File: config.mk
export PLATFORM = sky130hd
export DESIGN_NAME = fifo_with_select_dequeue_core
export DESIGN_NICKNAME = d
export VERILOG_FILES = /design/src/hdl/fsdq_pkg.sv /design/src/hdl/fifo_with_select_dequeue_core.sv /design/src/hdl/fsdq_cell.sv
export SDC_FILE = /design/constraint.sdc
export NUM_CORES = 1
export LEC_CHECK = 0
export ABC_AREA = 1
export BUFFER_PORTS_ARGS = -buffer_cell sky130_fd_sc_hd__buf_2
export CORE_ASPECT_RATIO = 1.1
export CORE_MARGIN = 3
export CORE_UTILIZATION = 33
export DETAILED_ROUTE_END_ITERATION = 6
export GPL_TIMING_DRIVEN = 1
export PLACE_DENSITY = 0.57
export SKIP_CTS_REPAIR_TIMING = 1
export SLEW_MARGIN = 20
export SYNTH_ARGS = -nofsm -noshare
export SYNTH_HDL_FRONTEND = slang
export SYNTH_SLANG_ARGS = --single-unit
File: constraint.sdc
create_clock -name clk_i -period 6.6 [get_ports clk_i]
set_input_delay 1.98 -clock clk_i [delete_from_list [all_inputs] [get_ports clk_i]]
set_output_delay 1.98 -clock clk_i [all_outputs]
set_load 0.03 [all_outputs]
File: src/hdl/fsdq_pkg.sv
`timescale 1ns / 1ps

package fsdq_pkg;

  localparam int ID_W    = 8;
  localparam int MASK_W  = 8;
  localparam int RES_W   = 3;
  localparam int NUM_RES = 8;

  typedef enum logic [1:0] {
    OP_ENQ = 2'd0,
    OP_DEQ = 2'd1,
    OP_SEL = 2'd2,
    OP_QRY = 2'd3
  } op_e;

  typedef enum logic [1:0] {
    ST_OK      = 2'd0,
    ST_FULL    = 2'd1,
    ST_EMPTY   = 2'd2,
    ST_NOMATCH = 2'd3
  } status_e;

  typedef struct packed {
    logic [ID_W-1:0]   id;
    logic [MASK_W-1:0] mask;
  } entry_t;

  typedef struct packed {
    logic              commit;
    logic              enq;
    logic              rmv;
    logic              head_only;
    logic [RES_W-1:0]  res;
    entry_t            entry;
  } cmd_t;

  typedef struct packed {
    logic   found;
    entry_t taken;
  } link_t;

endpackage

File: src/hdl/fifo_with_select_dequeue_core.sv
`timescale 1ns / 1ps

// Ordered queue of (id, need mask) entries with selective removal.
// Input channel s_axis: tuser carries the opcode (enqueue, dequeue head,
// dequeue oldest entry needing a resource, query), tdata the entry id,
// need mask and resource index. Output channel m_axis: one word per input
// word with the removed entry, query flag, empty flag, fill level, status.
// An accepted word is held in the input registers while it executes, and
// its result enters the output register once the receiver is ready; no
// new word is taken before then. The priority match and close-up shift
// ripple along the row of QUEUE_DEPTH cells in the execute step.
// Errors (enqueue when full, dequeue when empty, no matching entry) leave
// the queue unchanged and are reported in the status field.
// Reset empties the queue; entry storage is not cleared.
// When the receiver stalls, the result holds in the output register; one
// more word is taken and waits in the execute step, and s_axis_tready then
// stays low until the output register drains.
module fifo_with_select_dequeue_core #(
  parameter int QUEUE_DEPTH = 16,
  localparam int CntW = $clog2(QUEUE_DEPTH + 1),
  localparam int OutW = ((20 + CntW + 7) / 8) * 8
) (
  input  logic            clk_i,
  input  logic            rst_ni,
  input  logic            s_axis_tvalid,
  output logic            s_axis_tready,
  input  logic [23:0]     s_axis_tdata,   // entry_id, need_mask, resource_index
  input  logic [1:0]      s_axis_tuser,   // opcode
  output logic            m_axis_tvalid,
  input  logic            m_axis_tready,
  output logic [OutW-1:0] m_axis_tdata    // out_id, out_mask, match_found,
                                          // queue_empty, entry_count, status
);
  import fsdq_pkg::*;

  typedef enum logic {
    S_IDLE,
    S_EXEC
  } state_e;

  state_e            state_q;
  op_e               op_q;
  entry_t            in_entry_q;
  logic [RES_W-1:0]  res_q;
  logic [CntW-1:0]   count_q;

  entry_t            out_entry_q;
  logic              out_match_q;
  status_e           out_status_q;
  logic              out_valid_q;

  cmd_t              cmd;
  link_t             link [QUEUE_DEPTH+1];
  entry_t            chain [QUEUE_DEPTH+1];

  logic              fire;
  logic              full;
  logic              empty;
  logic              is_rmv;
  logic              found;
  status_e           status_d;
  logic [CntW-1:0]   count_d;

  assign s_axis_tready = (state_q == S_IDLE);
  assign m_axis_tvalid = out_valid_q;

  assign fire   = (state_q == S_EXEC) && (!out_valid_q || m_axis_tready);
  assign full   = (count_q == CntW'(QUEUE_DEPTH));
  assign empty  = (count_q == '0);
  assign is_rmv = (op_q == OP_DEQ) || (op_q == OP_SEL);

  assign cmd.commit    = fire;
  assign cmd.enq       = (op_q == OP_ENQ);
  assign cmd.rmv       = is_rmv;
  assign cmd.head_only = (op_q == OP_DEQ);
  assign cmd.res       = res_q;
  assign cmd.entry     = in_entry_q;

  assign link[0]            = '0;
  assign chain[QUEUE_DEPTH] = '0;

  for (genvar k = 0; k < QUEUE_DEPTH; k++) begin : g_cell
    fsdq_cell #(
      .IDX   (k),
      .CNT_W (CntW)
    ) u_cell (
      .clk_i   (clk_i),
      .cmd_i   (cmd),
      .count_i (count_q),
      .link_i  (link[k]),
      .link_o  (link[k+1]),
      .next_i  (chain[k+1]),
      .entry_o (chain[k])
    );
  end

  assign found = link[QUEUE_DEPTH].found;

  always_comb begin
    status_d = ST_OK;
    count_d  = count_q;
    unique case (op_q)
      OP_ENQ: begin
        if (full) begin
          status_d = ST_FULL;
        end else begin
          count_d = count_q + CntW'(1);
        end
      end
      OP_DEQ, OP_SEL: begin
        if (empty) begin
          status_d = ST_EMPTY;
        end else if (!found) begin
          status_d = ST_NOMATCH;
        end else begin
          count_d = count_q - CntW'(1);
        end
      end
      OP_QRY: begin
        status_d = ST_OK;
      end
      default: begin
        status_d = ST_OK;
      end
    endcase
  end

  always_ff @(posedge clk_i or negedge rst_ni) begin
    if (!rst_ni) begin
      state_q     <= S_IDLE;
      count_q     <= '0;
      out_valid_q <= 1'b0;
    end else begin
      unique case (state_q)
        S_IDLE: begin
          if (s_axis_tvalid) begin
            state_q <= S_EXEC;
          end
        end
        S_EXEC: begin
          if (fire) begin
            state_q <= S_IDLE;
          end
        end
        default: begin
          state_q <= S_IDLE;
        end
      endcase
      if (fire) begin
        count_q     <= count_d;
        out_valid_q <= 1'b1;
      end else if (m_axis_tready) begin
        out_valid_q <= 1'b0;
      end
    end
  end

  always_ff @(posedge clk_i) begin
    if (s_axis_tvalid && s_axis_tready) begin
      op_q            <= op_e'(s_axis_tuser);
      in_entry_q.id   <= s_axis_tdata[7:0];
      in_entry_q.mask <= s_axis_tdata[15:8];
      res_q           <= s_axis_tdata[18:16];
    end
    if (fire) begin
      out_entry_q  <= (is_rmv && found) ? link[QUEUE_DEPTH].taken : '0;
      out_match_q  <= (op_q == OP_QRY) && found;
      out_status_q <= status_d;
    end
  end

  logic [CntW-1:0] count_out;
  assign count_out = count_q;

  assign m_axis_tdata = OutW'({out_status_q, count_out, (count_out == '0), out_match_q,
                               out_entry_q.mask, out_entry_q.id});

endmodule

File: src/hdl/fsdq_cell.sv
`timescale 1ns / 1ps

module fsdq_cell #(
  parameter int IDX   = 0,
  parameter int CNT_W = 5
) (
  input  logic                clk_i,
  input  fsdq_pkg::cmd_t      cmd_i,
  input  logic [CNT_W-1:0]    count_i,
  input  fsdq_pkg::link_t     link_i,
  output fsdq_pkg::link_t     link_o,
  input  fsdq_pkg::entry_t    next_i,
  output fsdq_pkg::entry_t    entry_o
);
  import fsdq_pkg::*;

  localparam logic IsHead = (IDX == 0);

  entry_t entry_q;
  logic   occ;
  logic   res_ok;
  logic   hit;
  logic   take;

  assign occ    = CNT_W'(IDX) < count_i;
  assign res_ok = {1'b0, cmd_i.res} < (RES_W + 1)'(NUM_RES);
  assign hit    = occ & (cmd_i.head_only ? IsHead : (res_ok & entry_q.mask[cmd_i.res]));
  assign take   = hit & ~link_i.found;

  assign link_o.found      = link_i.found | hit;
  assign link_o.taken.id   = link_i.taken.id   | (take ? entry_q.id   : '0);
  assign link_o.taken.mask = link_i.taken.mask | (take ? entry_q.mask : '0);
  assign entry_o           = entry_q;

  always_ff @(posedge clk_i) begin
    if (cmd_i.commit) begin
      if (cmd_i.rmv && link_o.found) begin
        entry_q <= next_i;
      end else if (cmd_i.enq && (count_i == CNT_W'(IDX))) begin
        entry_q <= cmd_i.entry;
      end
    end
  end

endmodule
# [Word level (Yosys, flattened, before mapping)]
# Index checks and enable logic that the tools add are counted.
[word_totals] latch_bits=0 ff_bits=303 mem_count=0 word_cells=376 output_inout_bits=34 romBits=0 mem_bits_rw=0
[classes] n_div=0 n_lt_le_gt_ge=17 n_reduce_logical=76 mux=124 shift=0 bitwise=92 n_eq_ne=22 add_sub_neg=2 multipliers=0
[op_table] cell="2-to-1 mux 16 bit" count=31
[op_table] cell="2-to-1 mux 8 bit" count=32
[op_table] cell="OR 8 bit" count=30
[op_table] cell="binary-select mux 1 bit (select 3 bit)" count=16
[op_table] cell="equality test 5 x 4 -> 1 bit (second input constant)" count=8
[op_table] cell="< comparator 4 x 5 -> 1 bit (first input constant)" count=8
[op_table] cell="2-to-1 mux 1 bit" count=37
[op_table] cell="nonzero test 2 bit" count=18
[op_table] cell="logical AND 1 bit" count=35
[op_table] cell="AND reduction 2 bit" count=16
[op_table] cell="AND 1 bit" count=31
[op_table] cell="equality test 5 x 3 -> 1 bit (second input constant)" count=4
[op_table] cell="< comparator 3 x 5 -> 1 bit (first input constant)" count=4
[op_table] cell="inverter 1 bit" count=16
[op_table] cell="2-to-1 mux 5 bit" count=3
[op_table] cell="OR 1 bit" count=15
[op_table] cell="equality test 5 x 2 -> 1 bit (second input constant)" count=2
[op_table] cell="< comparator 1 x 5 -> 1 bit (first input constant)" count=2
[op_table] cell="< comparator 2 x 5 -> 1 bit (first input constant)" count=2
[op_table] cell="case mux 5 bit (2 select lines)" count=1
[op_table] cell="!= test 2 bit (second input constant)" count=3
[op_table] cell="case mux 2 bit (3 select lines)" count=1
[op_table] cell="adder 5 x 1 -> 5 bit (second input constant)" count=1
[op_table] cell="equality test 5 x 1 -> 1 bit (second input constant)" count=1
[op_table] cell="other kinds (13)" count=16

# [Logic depth before layout (Yosys ltp)]
# Gate-level depths: netlist (run 1).
[logic_depth] ltp_word=22 mapped_depth=25 depth_no_buf=21

# [By module]
# From an unflattened synthesis (run 1), not the netlist that was laid out.
[hier_totals] hier_cells=2298 area_unflattened_um2=19059.5
[by_module_without_submodules] module="fifo_with_select_dequeue_core" area_per_inst_um2=2031.9 n_inst=1 cells_per_inst=174
[by_module_without_submodules] module="fsdq_cell at g_cell[12].u_cell" area_per_inst_um2=1093.5 n_inst=1 cells_per_inst=121
[by_module_without_submodules] module="fsdq_cell at g_cell[14].u_cell" area_per_inst_um2=1089.8 n_inst=1 cells_per_inst=151
[by_module_without_submodules] module="fsdq_cell at g_cell[6].u_cell" area_per_inst_um2=1083.5 n_inst=1 cells_per_inst=134
[by_module_without_submodules] module="fsdq_cell at g_cell[2].u_cell" area_per_inst_um2=1074.8 n_inst=1 cells_per_inst=136
[by_module_without_submodules] module="fsdq_cell at g_cell[8].u_cell" area_per_inst_um2=1072.3 n_inst=1 cells_per_inst=137
[by_module_without_submodules] module="fsdq_cell at g_cell[13].u_cell" area_per_inst_um2=1063.5 n_inst=1 cells_per_inst=133
[by_module_without_submodules] module="fsdq_cell at g_cell[9].u_cell" area_per_inst_um2=1063.5 n_inst=1 cells_per_inst=134
[by_module_without_submodules] module="fsdq_cell at g_cell[11].u_cell" area_per_inst_um2=1061.0 n_inst=1 cells_per_inst=133
[by_module_without_submodules] module="fsdq_cell at g_cell[5].u_cell" area_per_inst_um2=1059.8 n_inst=1 cells_per_inst=133
[by_module_without_submodules] module="fsdq_cell at g_cell[1].u_cell" area_per_inst_um2=1057.3 n_inst=1 cells_per_inst=133
[by_module_without_submodules] module="fsdq_cell at g_cell[4].u_cell" area_per_inst_um2=1057.3 n_inst=1 cells_per_inst=132
[by_module_without_submodules] module="fsdq_cell at g_cell[0].u_cell" area_per_inst_um2=1054.8 n_inst=1 cells_per_inst=130
[by_module_without_submodules] module="fsdq_cell at g_cell[15].u_cell" area_per_inst_um2=1054.8 n_inst=1 cells_per_inst=131
[by_module_without_submodules] module="+3 rows"

# [Least setup slack after synthesis (run 1)]
# OpenSTA, ideal clock, no wires.
[synth_timing] path_type="input -> register" start="in m_axis_tready" end="reg g_cell[0].u_cell.entry_q, in the netlist g_cell[0].u_cell.entry_o[0] (enable)" arrival_ns=3.274 path_stages=5 slack_ns=2.932 required_time_ns=6.206 path_buffers=1 setup_ns=0.394 path_cell_list="inv_1 > nand2_1 > nand2_1 > clkbuf_1 > a21oi_1"
[synth_between] elab_chain_len=3
[synth_lines] element="start, declared" line_no="fifo_with_select_dequeue_core.sv:30" rtl="input logic m_axis_tready,"
[synth_lines] element="logical OR 1 bit" line_no="fifo_with_select_dequeue_core.sv:67" rtl="assign fire = (state_q == S_EXEC) && (!out_valid_q || m_axis_tready);"
[synth_lines] element="logical AND 1 bit" line_no="fifo_with_select_dequeue_core.sv:67"
[synth_lines] element="AND reduction 2 bit (no line)"
[synth_lines] element="end signal, assigned" line_no="fsdq_cell.sv:38" rtl="entry_q <= next_i;"
[synth_lines] element="end signal, assigned" line_no="fsdq_cell.sv:40" rtl="entry_q <= cmd_i.entry;"
[synth_lines] element="end, declared" line_no="fsdq_cell.sv:19" rtl="entry_t entry_q;"
# Every way passes these cells.
# A chain may end at the register's enable or synchronous reset.

# [Worst setup path after layout (run 1)]
[layout_timing] start="reg res_q[0]" end="reg g_cell[14].u_cell.entry_q, in the netlist g_cell[14].u_cell.entry_o[5] (enable)"
[layout_between] elab_chain_len=21 word_cells_on_any_way=77 classes_between="mux: 45; bitwise: 29; reduce/logical: 3"
[layout_lines] element="start, declared" line_no="fifo_with_select_dequeue_core.sv:44" rtl="logic [RES_W-1:0] res_q;"
[layout_lines] element="start signal, assigned" line_no="fifo_with_select_dequeue_core.sv:163" rtl="res_q <= s_axis_tdata[18:16];"
[layout_lines] element="binary-select mux 1 bit (select 3 bit)" line_no="fsdq_cell.sv:27" rtl="assign hit = occ & (cmd_i.head_only ? IsHead : (res_ok & entry_q.mask[cmd_i.res]));"
[layout_lines] element="2-to-1 mux 1 bit (not written as such)" line_no="fsdq_cell.sv:27"
[layout_lines] element="2-to-1 mux 1 bit" line_no="fsdq_cell.sv:27"
[layout_lines] element="AND 1 bit" line_no="fsdq_cell.sv:27"
[layout_lines] element="OR 1 bit (13 in a row)" line_no="fsdq_cell.sv:30" rtl="assign link_o.found = link_i.found | hit;"
[layout_lines] element="OR 1 bit *" line_no="fsdq_cell.sv:30"
[layout_lines] element="logical AND 1 bit *" line_no="fsdq_cell.sv:37" rtl="if (cmd_i.rmv && link_o.found) begin"
[layout_lines] element="nonzero test 2 bit (no line) *"
[layout_lines] element="AND reduction 2 bit (no line) *"
[layout_lines] element="end signal, assigned" line_no="fsdq_cell.sv:38"
[layout_lines] element="end signal, assigned" line_no="fsdq_cell.sv:40"
[layout_lines] element="end, declared" line_no="fsdq_cell.sv:19"
# Every way passes the cells marked *; elsewhere a longest branch is shown, timed or not. The select of a mux whose other input is x is not followed.

==> results of run 1 <==
[routing by layer]
metal | vias to the layer above | global-route usage [%] | wire length, µm
met5 | - | 0 | 0
met4 | 0 | 4.11 | 877
met3 | 66 | 2.36 | 2400
met2 | 369 | 29.0 | 21500
met1 | 6184 | 20.9 | 18400
li1 | 6581 | - | -
[where the power goes]
part | switching [W] | total, W | leakage (nW) | internal [W]
registers | 0.000320 | 0.00338 | 2.83 | 0.00306
clock network | 0.000799 | 0.00188 | 0.535 | 0.00108
logic | 0.00258 | 0.00351 | 3.93 | 0.000932
[synth_stat cells, drive strengths merged]
cell / number / area, µm²
inv: 179 / 672
clkbuf: 77 / 290
conb: 1 / 3.75
a211oi: 1 / 12.5
or2: 2 / 12.5
nand4: 58 / 408
o211ai: 7 / 52.6
edfxtp: 296 / 8890
o32ai: 1 / 8.76
a21oi: 174 / 871
xor2: 1 / 8.76
nand3: 213 / 1090
a2111oi: 1 / 8.76
ha: 8 / 100
nor3: 20 / 111
nand2: 312 / 1170
o22ai: 1 / 6.26
nand3b: 3 / 26.3
o221ai: 2 / 17.5
buf: 58 / 323
o21ai: 184 / 925
o2111ai: 1 / 8.76
nor2: 319 / 1240
clkinv: 7 / 26.3
dfrtp: 7 / 175
[cell usage in the layout (no fill, tap or decap), types with 37 or more instances in the layout]
master / instances
clkbuf_16: 37
nand2_1: 311
a21oi_1: 173
o21ai_0: 174
buf_2: 51
inv_1: 174
nor2_1: 310
nand3_1: 209
nand4_1: 55
edfxtp_1: 296
[critical path: stages (launching register included)]
cell,delay (ns)
edfxtp_1,0.40
inv_2,0.54
buf_4,0.42
nand2_1,0.08
nand3_1,0.07
nand3_1,0.12
nand3b_1,0.20
nand4_4,0.31
nor2_4,0.17
buf_4,0.34
nand4_4,0.20
nor3_4,0.15
buf_4,0.26
nand4_4,0.15
nor2_4,0.13
buf_4,0.33
nand2_1,0.11
nand2_2,0.47
a21oi_1,0.14
buf_4,0.25
[sequential cells by signal, summed over array words and instances (netlist names), 2 cells and up]
signal / flops
g_cell.u_cell.entry_o: 256
cmd: 16
m_axis_tdata: 16
count_out: 5
res_q: 3
op_q: 2
out_status_q: 2
[final timing paths]
kind | to | slack (ns) | depth (start not counted)
setup reg to reg | g_cell[14].u_cell.entry_o[5] | 1.44 | 19
setup / recovery | g_cell[14].u_cell.entry_o[5] | 1.44 | 19
hold reg to reg | m_axis_tvalid | 0.50 | 2
max in group asynchronous | count_out[4] | 5.17 | 1
hold / removal | m_axis_tvalid | 0.50 | 2
min in group asynchronous | count_out[0] | 1.27 | 1
[cells by family after synthesis]
family	count (synthesis)	synth area share [%]
simple gates	927	24.6
compound gates	372	11.6
buf+inv	321	7.97
flops	303	55.1
fa+ha+maj	8	0.608
xor+xnor	1	0.0532
other cells	1	0.0228
[cell type report]
cell class	count	area, µm²	share of cell area, %
clock buffers	49	971	5.29
clock inverters	17	130	0.710
inverters	186	698	3.81
multi-input cells	1315	6130	33.4
flip-flops and latches	303	9060	49.4
well taps	652	816	4.45
repair buffers	87	526	2.87
[metrics by stage]
step / util, % / power (W) / area, µm²
detailed placement: 35.1 / 0.00691 / 17200
CTS: 37.3 / 0.00882 / 18300
global route: 37.3 / 0.00941 / 18300
floorplan: - / 0.00587 / 16500
global placement: 35.1 / 0.00681 / 17200
finish: 37.3 / 0.00876 / 18300
==> impl_metrics.tcl, run 1 <==
set metrics [dict create \
    overflow 0 \
    hp-class "register to register" \
    fin_crit_sh_pct 78.2 \
    r2r_start "res_q[0]" \
    antenna_found_initial 0 \
    final_cells 2609 \
    drc 0 \
    gp_congestion 0.890 \
    cts_buffers 37 \
    dieArea_um2 52600 \
    io_pins 64 \
    dr_total_vias 13200 \
    fill_cells 4950 \
    grt_start_max_net_pins 62 \
    layout.nets 1968 \
    hold_slack_ns 0.501 \
    max_freq_ghz 0.194 \
    leakagePower_nw 7.30 \
    drtIter0Drc 1199 \
    drive_above_1_share_pct 8.38 \
    portBuffers 51 \
    critPathArrivalTime_ns 5.43 \
    fin_ws_ns 1.44 \
    min_from "m_axis_tvalid" \
    rows 85 \
    crit_type "register to register" \
    fin_crit_ns 5.16 \
    hpwl_um 32100 \
    ys_ff_latch 303 \
    report.final.hold_viol_count 0 \
    setup_viol 0 \
    peakVddDrop_mv 0.212 \
    slew_headroom_pct 26.5 \
    maxCapViolations 0 \
    insertedDiodeCount 0 \
    endpoint_kind "register" \
    clk_latency_ns 0.54 \
    syn2layout_area_growth_pct 11.5 \
    drtAntennaViolNets 0 \
    rsz0062_at_grt "false" \
    wire_per_inst_um 16.5 \
    first_global_vias 12737 \
    path_clk_slew_ns 0.06 \
    run_status "finished clean" \
    finalMaxSlewViolations 0 \
    clock-sinks 303 \
    cp_max_fo 38 \
    synth.distinct_cells 40 \
    ys_seq_area_share_pct 55.1 \
    powerDensity_nw_per_um2 478 \
    syn_area_per_cell_um2 8.51 \
    worstPathRequired_ns 6.87 \
    worst_pin_slew_ns 1.08 \
    fin_worst_skew_ns 0.0146 \
    firstDrtPassIters 5 \
    synth_cells 1933 \
    clockBufferDepth 3 \
    yosysWarningCount 0 \
    worst_setup_path_start_kind "register" \
    die-width_um 219 \
    initial_core_util_pct 33.5 \
    setup_tns_ns 0 \
    cts.htree.levels 2 \
    dp.cells 2543 \
    crit_start "res_q[0]" \
    avgViaCountPerCell 5.06 \
    pre_cts_ws_ns 1.49 \
    gr-usage-all-layers_pct 16.3 \
    die_y_um 240 \
    clock-root-buffer "clkbuf_16" \
    grt_pass1_wl_um 68600 \
    synth.cell_area_um2 16500 \
    cts_tree "built" \
    drt_wl_total_um 43100 \
    coreArea_um2 49100 \
]
Power figures use the tool's default switching activity.
==> run 2: changes to the inputs <==
--- a/config.mk
+++ b/config.mk
@@ -12,7 +12,7 @@
 export CORE_UTILIZATION = 33
 export DETAILED_ROUTE_END_ITERATION = 6
 export GPL_TIMING_DRIVEN = 1
-export PLACE_DENSITY = 0.57
+export PLACE_DENSITY = 0.59
 export SKIP_CTS_REPAIR_TIMING = 1
 export SLEW_MARGIN = 20
 export SYNTH_ARGS = -nofsm -noshare
==> constraint.sdc (replaced) <==
create_clock -name clk_i -period 4.6 [get_ports clk_i]
set_input_delay 1.38 -clock clk_i [delete_from_list [all_inputs] [get_ports clk_i]]
set_output_delay 1.38 -clock clk_i [all_outputs]
set_load 0.03 [all_outputs]
==> run 2 against run 1 <==
- wire length shrank 0.39%
- combinational power grew 46%
- sequential share of layout area shrank 0.35 points
- first-iteration DRC count shrank 0.17%
- final area grew 0.72%
- clock skew grew 0.0096 ns
- die area is the same
- cell count grew 0.73%
- critical path depth grew 1
- non-clock buffer count grew 22
==> impl_metrics.tcl, run 2 (synthesis gave the netlist of run 1 again) <==
set metrics [dict create \
    setup_tns_ns 0 \
    syn2layout_area_growth_pct 12.3 \
    fin_worst_skew_ns 0.0242 \
    avgViaCountPerCell 5.03 \
    met2_length_um 21000 \
    clk_latency_ns 0.53 \
    crit_type "register to register" \
    final_area_um2 18500 \
    gr-usage-all-layers_pct 16.1 \
    fill_cells 4944 \
    portBuffers 51 \
    coreArea_um2 49100 \
    io_pins 64 \
    pwr-share-seq_pct 38.3 \
    leakagePower_nw 7.40 \
    fin_crit_sh_pct 89.9 \
    switching_power_w 0.00530 \
    maxCapViolations 0 \
    max_freq_ghz 0.242 \
    grt_start_max_net_pins 62 \
    largest_reg_flops 256 \
    fin_crit_ns 4.14 \
    grt_pass1_wl_um 67600 \
    dr_total_vias 13223 \
    drtIter0Drc 1197 \
    die-width_um 219 \
    wire_per_inst_um 16.3 \
    layout.nets 1989 \
    endpoint_kind "register" \
    final_cell_mix "nand2_1, nor2_1, edfxtp_1, nand3_1" \
    initial_core_util_pct 33.5 \
    worst_pin_slew_ns 0.987 \
    highest_layer "met4" \
    setup_viol 0 \
    netSwitchingFraction_pct 41.9 \
    wl_met3_um 2640 \
    drtAntennaViolNets 0 \
    powerDensity_nw_per_um2 685 \
    rows 85 \
    die_y_um 240 \
    seqCellArea_um2 9060 \
    clock-root-buffer "clkbuf_16" \
    antenna_found_initial 0 \
    reg2reg_slack_ns 0.46 \
    slew_headroom_pct 32.5 \
    hpwl_um 32300 \
    peakVddDrop_mv 0.328 \
    multi_input_comb_area_um2 6120 \
    finalMaxSlewViolations 0 \
    overflow 0 \
    dieArea_um2 52600 \
    cts_tree "built" \
    drc 0 \
    report.final.hold_viol_count 0 \
    rsz0062_at_grt "false" \
    run_status "finished clean" \
    cp_max_fo 18 \
    first_global_vias 12443 \
    path_clk_slew_ns 0.06 \
    firstDrtPassIters 5 \
    cts.htree.levels 2 \
    wl_met1_um 18300 \
    worstPathRequired_ns 4.87 \
    clockBufferDepth 3 \
    p_comb_share_pct 40.4 \
    gp_congestion 0.900 \
    critPathArrivalTime_ns 4.41 \
    worst_setup_path_start_kind "register" \
    cts_buffers 36 \
    hp-class "register to register" \
    p_clk_share_pct 21.3 \
    drt_wl_total_um 42900 \
    clock-sinks 303 \
    dpl_cell_area_um2 17400 \
    p_int_w 0.00735 \
    drive_above_1_share_pct 9.41 \
    insertedDiodeCount 0 \
]
==> run 2: cell types whose count changed in the layout (fill, tap and decap cells not counted) <==
cell / previous run / this run
clkinv_1: 15 / 12
clkinv_8: 2 / 1
clkbuf_1: 12 / 10
a21oi_2: 1 / 0
nor2_4: 7 / 5
nor2_1: 310 / 311
nor2_2: 2 / 3
bufinv_16: 1 / 2
clkinvlp_4: 0 / 1
buf_4: 36 / 58
a21oi_1: 173 / 174
inv_6: 2 / 1
clkbuf_16: 37 / 36
clkinv_2: 4 / 7
==> run 2: layer usage <==
metal / vias up / GRT usage, %
met4: 0 / 4.67
met1: 6124 / 21.1
met2: 408 / 27.6
li1: 6626 / -
met3: 65 / 2.53
met5: - / 0
==> run 2: final timing paths <==
check                              startpoint               to  cells after the start
worst max-delay path                 res_q[2]  m_axis_tdata[8]                     20
worst min-delay path            m_axis_tvalid    m_axis_tvalid                      2
worst max register to register       res_q[2]  m_axis_tdata[8]                     20
worst min register to register  m_axis_tvalid    m_axis_tvalid                      2
max in group asynchronous              rst_ni          state_q                      1
min in group asynchronous              rst_ni     count_out[0]                      1
==> run 2: critical path, stage by stage (launching register included) <==
cell and delay [ns]:
edfxtp_1 0.68, inv_1 0.40, nand3_1 0.19, nand3_1 0.08, nand2_1 0.16, buf_4 0.26
clkinv_1 0.50, nand2_1 0.21, nand2_1 0.08, nor2_1 0.12, nand2_1 0.07, nor2_1 0.12
nand3_1 0.11, nor2_1 0.16, nand3_1 0.14, nor2_1 0.14, nand3_1 0.10, nor2_1 0.12
nand3_1 0.10, nand2_1 0.07, inv_1 0.05
==> run 2: layout make-up <==
class,count,share of cell area (%)
sequential,303,49.1
multi-input combinational,1315,33.1
clock buffer,46,5.08
tap,652,4.42
inverter,186,3.78
timing repair buffer,109,3.74
clock inverter,17,0.793
==> run 2: through the flow <==
| stage | utilization [%] | total power, W | hold slack [ns] | setup WS [ns] | std cells |
|---|---|---|---|---|---|
| finish | 37.6 | 0.0126 | 0.510 | 0.464 | 2628 |
| global route | 37.6 | 0.0136 | 0.535 | 0.0861 | 2628 |
| CTS | 37.5 | 0.0127 | 0.512 | 0.278 | 2624 |
| detailed placement | 35.3 | 0.00998 | 0.500 | 0.342 | 2561 |
| global placement | 35.3 | 0.00984 | 0.472 | 0.362 | 2561 |
| floorplan | - | 0.00842 | 0.526 | 1.04 | 1939 |
==> run 2: power groups by stage <==
stage / clock network, W / registers, W / logic (W)
finish: 0.00270 / 0.00484 / 0.00511
global placement: 0 / 0.00485 / 0.00498
detailed placement: 0 / 0.00488 / 0.00509
global route: 0.00285 / 0.00494 / 0.00580
floorplan: 0 / 0.00494 / 0.00349
CTS: 0.00275 / 0.00484 / 0.00511
